===== src/rtl/p80d_pkg.sv =====
package p80d_pkg;

    // Configuration register indexes
    localparam int unsigned CFG_IDX_W = 8;
    localparam logic [CFG_IDX_W-1:0] CFG_KEY_HIGH = 8'd0;
    localparam logic [CFG_IDX_W-1:0] CFG_KEY_LOW  = 8'd1;

    // Round counter
    localparam int unsigned CNT_W = 5;
    localparam logic [CNT_W-1:0] CNT_FIRST = 5'd1;
    localparam logic [CNT_W-1:0] CNT_LAST  = 5'd31;

    localparam int unsigned KEY_W   = 80;
    localparam int unsigned BLOCK_W = 64;

    typedef struct packed {
        logic [BLOCK_W-1:0] ciphertext;
        logic               last_block;
    } t_in_item;

    typedef struct packed {
        logic [BLOCK_W-1:0] plaintext;
        logic               last_out;
    } t_out_item;

    // Control for the shared round unit
    typedef struct packed {
        logic             fwd_key;
        logic [CNT_W-1:0] ctr;
    } t_rnd_ctl;

    typedef enum logic [1:0] {
        ST_IDLE,
        ST_KEYGEN,
        ST_ROUND,
        ST_FINAL
    } t_state;

    function automatic logic [3:0] fwd_sbox(input logic [3:0] x);
        logic [3:0] y;
        case (x)
            4'h0: y = 4'hC;
            4'h1: y = 4'h5;
            4'h2: y = 4'h6;
            4'h3: y = 4'hB;
            4'h4: y = 4'h9;
            4'h5: y = 4'h0;
            4'h6: y = 4'hA;
            4'h7: y = 4'hD;
            4'h8: y = 4'h3;
            4'h9: y = 4'hE;
            4'hA: y = 4'hF;
            4'hB: y = 4'h8;
            4'hC: y = 4'h4;
            4'hD: y = 4'h7;
            4'hE: y = 4'h1;
            default: y = 4'h2;
        endcase
        return y;
    endfunction

    function automatic logic [3:0] inv_sbox(input logic [3:0] x);
        logic [3:0] y;
        case (x)
            4'h0: y = 4'h5;
            4'h1: y = 4'hE;
            4'h2: y = 4'hF;
            4'h3: y = 4'h8;
            4'h4: y = 4'hC;
            4'h5: y = 4'h1;
            4'h6: y = 4'h2;
            4'h7: y = 4'hD;
            4'h8: y = 4'hB;
            4'h9: y = 4'h4;
            4'hA: y = 4'h6;
            4'hB: y = 4'h3;
            4'hC: y = 4'h0;
            4'hD: y = 4'h7;
            4'hE: y = 4'h9;
            default: y = 4'hA;
        endcase
        return y;
    endfunction

    // Inverse bit permutation: bit k goes to 4k mod 63, bit 63 stays put
    function automatic logic [BLOCK_W-1:0] inv_perm(input logic [BLOCK_W-1:0] s);
        logic [BLOCK_W-1:0] t;
        t = '0;
        for (int k = 0; k < BLOCK_W - 1; k++) begin
            t[(4 * k) % (BLOCK_W - 1)] = s[k];
        end
        t[BLOCK_W-1] = s[BLOCK_W-1];
        return t;
    endfunction

    function automatic logic [BLOCK_W-1:0] inv_sub(input logic [BLOCK_W-1:0] s);
        logic [BLOCK_W-1:0] t;
        for (int n = 0; n < BLOCK_W / 4; n++) begin
            t[4*n +: 4] = inv_sbox(s[4*n +: 4]);
        end
        return t;
    endfunction

endpackage


===== src/rtl/p80d_round.sv =====
module p80d_round (
    input  logic [p80d_pkg::BLOCK_W-1:0] i_state,
    input  logic [p80d_pkg::KEY_W-1:0]   i_key,
    input  p80d_pkg::t_rnd_ctl           i_ctl,
    output logic [p80d_pkg::BLOCK_W-1:0] o_state,
    output logic [p80d_pkg::KEY_W-1:0]   o_key
);

    logic [p80d_pkg::KEY_W-1:0] w_fwd_rot;
    logic [p80d_pkg::KEY_W-1:0] w_fwd_key;
    logic [p80d_pkg::KEY_W-1:0] w_inv_tmp;
    logic [p80d_pkg::KEY_W-1:0] w_inv_key;

    // One decryption round: add round key, inverse permutation, inverse S-box
    assign o_state = p80d_pkg::inv_sub(p80d_pkg::inv_perm(
                         i_state ^ i_key[p80d_pkg::KEY_W-1 -: p80d_pkg::BLOCK_W]));

    // Forward key step: rotate left 61, S-box top nibble, add counter at bits 19..15
    always_comb begin
        w_fwd_rot = {i_key[18:0], i_key[79:19]};
        w_fwd_key = w_fwd_rot;
        w_fwd_key[79:76] = p80d_pkg::fwd_sbox(w_fwd_rot[79:76]);
        w_fwd_key[19:15] = w_fwd_rot[19:15] ^ i_ctl.ctr;
    end

    // Inverse key step: remove counter, inverse S-box top nibble, rotate left 19
    always_comb begin
        w_inv_tmp = i_key;
        w_inv_tmp[19:15] = i_key[19:15] ^ i_ctl.ctr;
        w_inv_tmp[79:76] = p80d_pkg::inv_sbox(i_key[79:76]);
        w_inv_key = {w_inv_tmp[60:0], w_inv_tmp[79:61]};
    end

    assign o_key = i_ctl.fwd_key ? w_fwd_key : w_inv_key;

endmodule


===== src/rtl/present80_block_decrypt.sv =====
// Channel  | Direction | Handshake                  | Payload
// request  | in        | start, busy                | i_in_item (ciphertext, last_block)
// result   | out       | o_strobe (one cycle)       | o_out_item (plaintext, last_out)
// config   | in        | i_cfg_valid, o_cfg_ready   | i_cfg_index, i_cfg_data
//
// A request passes through the shared round unit for the 31 inverse rounds
// and then a key whitening step; the result strobes in the cycle busy falls.
// The first request after reset or after a key write first runs the key
// schedule forward through the same unit to find the last round key; it is
// kept until the key changes. Reset is synchronous, active low. The result
// cannot be stalled; config is always ready.
module present80_block_decrypt (
    input  logic                              i_clk,
    input  logic                              i_rst_n,
    input  logic                              start,
    output logic                              busy,
    input  p80d_pkg::t_in_item                i_in_item,
    output logic                              o_strobe,
    output p80d_pkg::t_out_item               o_out_item,
    input  logic                              i_cfg_valid,
    output logic                              o_cfg_ready,
    input  logic [p80d_pkg::CFG_IDX_W-1:0]    i_cfg_index,
    input  logic [p80d_pkg::BLOCK_W-1:0]      i_cfg_data
);

    p80d_pkg::t_state                   r_state, n_state;
    logic [p80d_pkg::CNT_W-1:0]         r_cnt, n_cnt;
    logic [p80d_pkg::BLOCK_W-1:0]       r_s, n_s;
    logic [p80d_pkg::KEY_W-1:0]         r_key, n_key;
    logic [p80d_pkg::KEY_W-1:0]         r_key_end, n_key_end;
    logic                               r_dirty, n_dirty;
    logic                               r_last, n_last;
    logic [p80d_pkg::BLOCK_W-1:0]       r_key_high;
    logic [15:0]                        r_key_low;
    logic                               r_strobe, n_strobe;
    p80d_pkg::t_out_item                r_out, n_out;

    p80d_pkg::t_rnd_ctl                 w_ctl;
    logic [p80d_pkg::BLOCK_W-1:0]       w_s_next;
    logic [p80d_pkg::KEY_W-1:0]         w_key_next;
    logic                               w_cfg_wr;
    logic                               w_accept;

    assign o_cfg_ready = 1'b1;
    assign w_cfg_wr    = i_cfg_valid && o_cfg_ready;
    assign busy        = (r_state != p80d_pkg::ST_IDLE);
    assign w_accept    = start && !busy;
    assign o_strobe    = r_strobe;
    assign o_out_item  = r_out;

    p80d_round u_round (
        .i_state (r_s),
        .i_key   (r_key),
        .i_ctl   (w_ctl),
        .o_state (w_s_next),
        .o_key   (w_key_next)
    );

    // Hold the key registers
    always_ff @(posedge i_clk) begin
        if (!i_rst_n) begin
            r_key_high <= '0;
            r_key_low  <= '0;
        end else if (w_cfg_wr) begin
            unique case (i_cfg_index)
                p80d_pkg::CFG_KEY_HIGH: r_key_high <= i_cfg_data;
                p80d_pkg::CFG_KEY_LOW:  r_key_low  <= i_cfg_data[15:0];
                default: ;
            endcase
        end
    end

    // Sequencer state
    always_ff @(posedge i_clk) begin
        if (!i_rst_n) begin
            r_state  <= p80d_pkg::ST_IDLE;
            r_dirty  <= 1'b1;
            r_strobe <= 1'b0;
        end else begin
            r_state  <= n_state;
            r_dirty  <= n_dirty;
            r_strobe <= n_strobe;
        end
    end

    // Datapath registers
    always_ff @(posedge i_clk) begin
        r_cnt     <= n_cnt;
        r_s       <= n_s;
        r_key     <= n_key;
        r_key_end <= n_key_end;
        r_last    <= n_last;
        r_out     <= n_out;
    end

    // Next state and datapath control
    always_comb begin
        n_state   = r_state;
        n_cnt     = r_cnt;
        n_s       = r_s;
        n_key     = r_key;
        n_key_end = r_key_end;
        n_dirty   = r_dirty;
        n_last    = r_last;
        n_strobe  = 1'b0;
        n_out     = r_out;
        w_ctl.fwd_key = 1'b0;
        w_ctl.ctr     = r_cnt;

        unique case (r_state)
            p80d_pkg::ST_IDLE: begin
                if (w_accept) begin
                    n_s    = i_in_item.ciphertext;
                    n_last = i_in_item.last_block;
                    if (r_dirty) begin
                        // key changed: run the schedule forward first
                        n_key   = {r_key_high, r_key_low};
                        n_cnt   = p80d_pkg::CNT_FIRST;
                        n_dirty = 1'b0;
                        n_state = p80d_pkg::ST_KEYGEN;
                    end else begin
                        n_key   = r_key_end;
                        n_cnt   = p80d_pkg::CNT_LAST;
                        n_state = p80d_pkg::ST_ROUND;
                    end
                end
            end
            p80d_pkg::ST_KEYGEN: begin
                w_ctl.fwd_key = 1'b1;
                n_key = w_key_next;
                if (r_cnt == p80d_pkg::CNT_LAST) begin
                    n_key_end = w_key_next;
                    n_cnt     = p80d_pkg::CNT_LAST;
                    n_state   = p80d_pkg::ST_ROUND;
                end else begin
                    n_cnt = r_cnt + 1'b1;
                end
            end
            p80d_pkg::ST_ROUND: begin
                // advance one round and step the key back
                n_s   = w_s_next;
                n_key = w_key_next;
                if (r_cnt == p80d_pkg::CNT_FIRST) begin
                    n_state = p80d_pkg::ST_FINAL;
                end else begin
                    n_cnt = r_cnt - 1'b1;
                end
            end
            p80d_pkg::ST_FINAL: begin
                // whiten with the first round key and present the result
                n_out.plaintext = r_s ^ r_key[p80d_pkg::KEY_W-1 -: p80d_pkg::BLOCK_W];
                n_out.last_out  = r_last;
                n_strobe        = 1'b1;
                n_state         = p80d_pkg::ST_IDLE;
            end
            default: n_state = p80d_pkg::ST_IDLE;
        endcase

        // Mark the cached last round key stale on any key write
        if (w_cfg_wr && (i_cfg_index == p80d_pkg::CFG_KEY_HIGH
                         || i_cfg_index == p80d_pkg::CFG_KEY_LOW)) begin
            n_dirty = 1'b1;
        end
    end

endmodule


===== config.mk =====
export PLATFORM = sky130hd
export DESIGN_NAME = present80_block_decrypt
export DESIGN_NICKNAME = d
export VERILOG_FILES = /design/src/rtl/p80d_pkg.sv /design/src/rtl/p80d_round.sv /design/src/rtl/present80_block_decrypt.sv
export SDC_FILE = /design/constraint.sdc
export NUM_CORES = 1
export LEC_CHECK = 0
export ABC_AREA = 1
export BUFFER_PORTS_ARGS = -buffer_cell sky130_fd_sc_hd__buf_2
export CAP_MARGIN = 10
export CORE_ASPECT_RATIO = 0.8
export CORE_MARGIN = 3
export CORE_UTILIZATION = 38
export DETAILED_ROUTE_END_ITERATION = 8
export GPL_ROUTABILITY_DRIVEN = 0
export PLACE_DENSITY = 0.57
export SETUP_SLACK_MARGIN = 0.05
export SLEW_MARGIN = 15
export SYNTH_ARGS = -nofsm -noshare
export SYNTH_HDL_FRONTEND = slang
export SYNTH_SLANG_ARGS = --single-unit

===== constraint.sdc =====
create_clock -name i_clk -period 12.21 [get_ports i_clk]
set_input_delay 1.221 -clock i_clk [delete_from_list [all_inputs] [get_ports i_clk]]
set_output_delay 1.221 -clock i_clk [all_outputs]
set_load 0.05 [all_outputs]

[Word level (Yosys, flattened, before mapping)]
Memories as Yosys holds them, arrays and structs flattened. A register that Yosys moved wholly into a read port is not among the register bits.
Cells that the tools add are included.
Word-level totals
  memory bits (read-only): 1152
  output and inout port bits: 68
  input port bits: 141
  memories kept: 18
  register bits: 379
Operators by class
  reductions and logical operators: 20
  bitwise operators: 4
  $add $sub $neg: 2
  mux-type cells: 20
  equality and inequality tests: 10
Memory list
  (no name shown): words 16, width 4, read ports 1, clocked after memory_dff 1, write ports 0, line p80d_pkg.sv:64  | case (x)
  (no name shown): words 16, width 4, read ports 1, clocked after memory_dff 1, write ports 0, line p80d_pkg.sv:41  | case (x)
  (no name shown): words 16, width 4, read ports 1, clocked after memory_dff 0, write ports 0, line p80d_pkg.sv:64
  (no name shown): words 16, width 4, read ports 1, clocked after memory_dff 0, write ports 0, line p80d_pkg.sv:64
  (no name shown): words 16, width 4, read ports 1, clocked after memory_dff 0, write ports 0, line p80d_pkg.sv:64
  (no name shown): words 16, width 4, read ports 1, clocked after memory_dff 0, write ports 0, line p80d_pkg.sv:64
  +12 memories
Operators with widths (number)
  $mux 80: 3
  $pmux 80 s2: 1
  $pmux 64 s2: 1
  $mux 64: 1
  $xor 64x64->64: 1
  $mux 5: 4
  $pmux 5 s3: 1
  $reduce_and 2->1: 6
  $xor 5x5->5: 2
  $eq 8x1->1 const B: 1
  $logic_not 8->1: 1
  $mux 2: 4
  $mux 4: 2
  $ne 2x2->1 const B: 4
  $pmux 2 s4: 1
  $reduce_and 3->1: 2
  $reduce_bool 2->1: 3
  $add 5x1->5 const B: 1
  $eq 5x1->1 const B: 1
  $eq 5x5->1 const B: 1
  $sub 5x1->5 const B: 1
  $eq 2x2->1 const B: 2
  $reduce_or 2->1: 2
  $reduce_bool 3->1: 1
  other kinds (7): 9

[Longest topological paths before layout]
  depth after elaboration: 6
  gate-level depth with buffers: 16

[Modules after synthesis]
From an unflattened synthesis, not the netlist that was laid out.
Unflattened totals
  cells, all modules: 2589
  area, all modules: 20533.4 um^2
Modules (own cells, without submodules)
  present80_block_decrypt: cells an instance 1537, sequential area each 10540.1 um^2, times used 1, area each 15838.9 um^2
  p80d_round: cells an instance 1052, sequential area each 0.0 um^2, times used 1, area each 4694.5 um^2

[Worst setup path after synthesis]
Ideal clock, no wire load.
  path kind: reg2reg
  from: register r_state[0]
  to: register r_s[0] (netlist name), enable pin
  clock period less this slack: 6.080 ns
  path slack: 6.130 ns
  arrival: 5.505 ns
  required time: 11.636 ns
  cell stages (with the launch flop): 6
  setup time: 0.574 ns
  cells stage by stage: dfxtp_1 inv_1 ha_1 clkinv_1 clkbuf_1 o21ai_0
On the way
  longest elaborated chain between the ends: 5
  elaborated cells between the ends (all ways): 8
  those cells by class: eq/ne: 2; reduce/logical: 6
Ends and longest elaborated chain
  from (decl): line present80_block_decrypt.sv:26  | p80d_pkg::t_state r_state, n_state;
  from (signal assigned): line present80_block_decrypt.sv:76  | r_state <= p80d_pkg::ST_IDLE;
  from (signal assigned): line present80_block_decrypt.sv:80  | r_state <= n_state;
  $reduce_bool 2->1: line present80_block_decrypt.sv:46  | assign busy = (r_state != p80d_pkg::ST_IDLE);
  $logic_not 1->1: line present80_block_decrypt.sv:47  | assign w_accept = start && !busy;
  $logic_and 1x1->1: line present80_block_decrypt.sv:47
  $ne 2x2->1 (no line)
  $reduce_and 2->1 (no line) (*)
  to (signal assigned): line present80_block_decrypt.sv:89  | r_s <= n_s;
  to (decl): line present80_block_decrypt.sv:28  | logic [p80d_pkg::BLOCK_W-1:0] r_s, n_s;
Mark *: on every way between the ends. The rest lies on a longest branch, timed or not.
A chain may end at the register's enable or synchronous reset.

[Worst setup path in the final report]
  from: register r_state[0]
  to: register, netlist name u_round.w_inv_key[18]
On the way
  elaborated cells between the ends (all ways): 14
  those cells by class: eq/ne: 3; mux: 4; reduce/logical: 7
RTL lines
  $eq 2x1->1: line present80_block_decrypt.sv:110  | unique case (r_state)
  $mux 1: line present80_block_decrypt.sv:110
  $mux 80: line p80d_round.sv:34  | assign o_key = i_ctl.fwd_key ? w_fwd_key : w_inv_key;
  $pmux 80 s2 (*): line present80_block_decrypt.sv:110
  net n_key (one bit): line present80_block_decrypt.sv:29  | logic [p80d_pkg::KEY_W-1:0] r_key, n_key;
  $mux 4 (no line) (*)
Mark *: on every way through the listed nets, which the timed path passes. The rest lies on a longest branch.

==> metrics.yaml <==
status: "complete, no violations"
p_total_mw: 6.721
cpLargestDelayFamily: "buffers and inverters"
dr_total_vias: 15860
cts.reportedPaths.clkPinSlew_ns: 0.06
cts.htree.levels: 2
crit_buf_inv: 5
areaGrowthSynthToFinish_pct: 15.08
die_y_um: 209.4
antenna_found_initial: 1
synth-edff-count: 295
cts_tree: "done"
worst_slew_pin_slew_ns: 1.070
cp_data_required_time_ns: 12.67
timing.rr.start: "r_state[0]"
num_rows: 73
hp-class: "flop to flop"
max_cap_viol_count: 0
yosysSeqAreaShare: 0.5446
grt_max_degree: 84
syn_inst: 2122
synth-seq-cells: 387
port_buffers: 207
yosys-top-cells-area: "edfxtp_1, nand2_1, dfxtp_1"
finalMaxSlewViolations: 0
grt_util_all_layers: 0.2246
multiInputGateArea_mm2: 0.008039
hold_viol_final: 0
final-seq-area_mm2: 0.01070
async_flop_share: 0
crit_cells: 15
postCtsSetupRepairBufs: 0
path_max_fanout: 83
worstPathCellList: "inv_1 > ha_2 > buf_4 > inv_1 > nand2_1 > clkinv_2 > buf_4 > nand2_1 > nand3_1 > nand2_1 > nand2_2 > nand2_1 > o21ai_0 > nand2_1 > nand2_1"
skew_ns: 0.02499
post_cts_resized: 0
fmax_ghz: 0.2730
worstSetupEndpointType: "flop"
final.setup.tns_ns: 0
drt_iter0_markers: 1627
ys_warn_count: 0
grt_overflow: 0
fill_cells: 4904
synthesis.nets: 2378
startpoint: "r_state[0]"
finalCriticalPeriod_ns: 3.663
core_mm2: 0.05042
crit_path_top_delay_cell: "buf_4"
setup_viol: 0
wirelength_um: 62650
cts.path.max_buffers: 3
critPathMaxStageDelay_ns: 0.69
post-place-ws_ns: 8.547
vias_per_cell: 5.294
initial_core_util: 0.3897
drc: 0
grt_setup_unrepaired: "no"
fin_crit_sh: 0.3000
postCtsHoldBufs: 0
num-nets-final: 2544
hp-start: "r_last"
wl_per_cell_um: 20.92
rr_worst_depth: 15
grt_pass1_vias: 14880
r2r_slack_ns: 8.55
fin_ws_ns: 8.547
numCtsBuffers: 42
dieArea_mm2: 0.05448
clock_latency_ns: 0.58
drive_above_1_share: 0.1401
diodes: 0
endpoint: "u_round.w_inv_key[18]"
crit_arrival_ns: 4.13
r2r-end: "u_round.w_inv_key[18]"
grt_pass1_wl_um: 92780
syn_area_mm2: 0.01965
dp.final_hpwl_um: 45140
irDropWorstVdd_mv: 0.1865
dr.pass1.iters: 5
ys_types: 33
path_common_cell: "nand2_1"
ios: 209
startpoint_type: "flop"
slew_headroom: 0.2860
stdcell_count: 2995
p_leak_nw: 9.540
path_class: "flop to flop"
place_inst: 2919
synth_area_leader_cell: "edfxtp_1"
synth.avg_cell_area_um2: 9.258
ys.flop_type: "edfxtp_1"
cts_sinks: 387
power.density_mw_per_mm2: 297.3
ant_nets: 0
cts-root-buf: "clkbuf_16"
synth.top_cell.area_share: 0.4509
die_w_um: 260.2
## per-layer routing
| layer | track usage | vias to the layer above | part of all wire |
|---|---|---|---|
| li1 | - | 7516 | - |
| met1 | 0.3377 | 7623 | 0.46 |
| met2 | 0.3347 | 639 | 0.44 |
| met3 | 0.03716 | 77 | 0.078 |
| met4 | 0.05879 | 2 | 0.021 |
| met5 | 0 | - | 0.00011 |
## where the power goes
group | total (mW) | internal [mW] | switching [mW] | leakage [nW]
clock | 1.22 | 0.677 | 0.544 | 0.630
combinational | 3.22 | 0.909 | 2.31 | 5.33
sequential | 2.28 | 1.98 | 0.305 | 3.58
total | 6.72 | 3.56 | 3.16 | 9.54
## metrics by stage
stage	hold slack, ns	utilization	instance area, µm²
after floorplan	0.4003	-	19650
after global placement	0.4236	0.4231	21330
after detailed placement	0.4068	0.4231	21330
after CTS	0.4323	0.4484	22610
final	0.4277	0.4484	22610
after global routing	0.4552	0.4484	22610
## cells in the final DEF (no fill, tap or decap), drive strengths merged, types with 2 or more instances in the layout
| cell | synthesis | routed |
|---|---|---|
| o21ai | 114 | 114 |
| a21oi | 104 | 104 |
| o221ai | 2 | 2 |
| xnor2 | 20 | 20 |
| nand3 | 150 | 150 |
| a31oi | 31 | 31 |
| buf | 26 | 226 |
| clkbuf | 78 | 60 |
| o211ai | 49 | 49 |
| xor2 | 35 | 35 |
| nor2 | 51 | 51 |
| inv | 148 | 149 |
| a22oi | 74 | 74 |
| nand3b | 2 | 2 |
| ha | 115 | 115 |
| or2 | 28 | 28 |
| edfxtp | 295 | 295 |
| nand2 | 696 | 696 |
| and2 | 3 | 3 |
| dfxtp | 92 | 92 |
| clkinv | 3 | 18 |
## worst min path at each step
stage,to,slack [ns],cells past startpoint
finish,o_out_item[0],0.43,0
global route,o_out_item[0],0.46,0
CTS,o_out_item[0],0.43,0
detailed placement,o_out_item[0],0.41,0
global placement,o_out_item[0],0.42,0
floorplan,o_out_item[0],0.40,0
## worst register-to-register path, delay by kind of cell, from the launching register on
kind | cells | cell delay (ns)
buffers and inverters | 5 | 1.55
AND/OR/NAND/NOR | 8 | 1.13
flip-flops | 1 | 0.44
adder cells (fa/ha/maj) | 1 | 0.34
AO/OA/AOI/OAI | 1 | 0.13
## cell usage after synthesis, types with 2 or more instances
master / n
clkbuf_1: 78
o221ai_1: 2
nor2_1: 50
ha_1: 115
xor2_1: 35
buf_2: 12
nand3b_1: 2
edfxtp_1: 295
a21oi_1: 104
a22oi_1: 74
and2_1: 3
a31oi_1: 31
buf_1: 13
dfxtp_1: 92
o21ai_0: 113
nand3_1: 150
or2_2: 28
o211ai_1: 49
inv_2: 2
xnor2_1: 20
clkinv_1: 3
inv_1: 146
nand2_1: 695
## registers in the layout, indices dropped and copies added (netlist names)
name and count:
r_key 80, r_key_end 80, o_out_item 65, r_key_high 64, r_s 64, r_key_low 16
r_cnt 5, u_round.w_fwd_key 4, u_round.w_inv_key 4, r_state 2, o_strobe 1, r_dirty 1
r_last 1
## area by class of cell
class | instances | area share
Timing Repair Buffer | 226 | 0.05213
Multi-Input combinational cell | 1480 | 0.3556
Clock inverter | 16 | 0.004206
Clock buffer | 60 | 0.05235
Inverter | 151 | 0.02512
Sequential cell | 387 | 0.4733
Tap cell | 675 | 0.03735
## logic make-up after synthesis
family | count (synthesis) | share of synthesized area
adder cells (fa/ha/maj) | 115 | 0.07324
XOR/XNOR | 55 | 0.02452
flip-flops | 387 | 0.5446
AND/OR/NAND/NOR | 932 | 0.1932
other | 1 | 0.0001909
buffers and inverters | 255 | 0.04968
AO/OA/AOI/OAI | 377 | 0.1145
No activity file was read; power rests on OpenSTA's default activity.
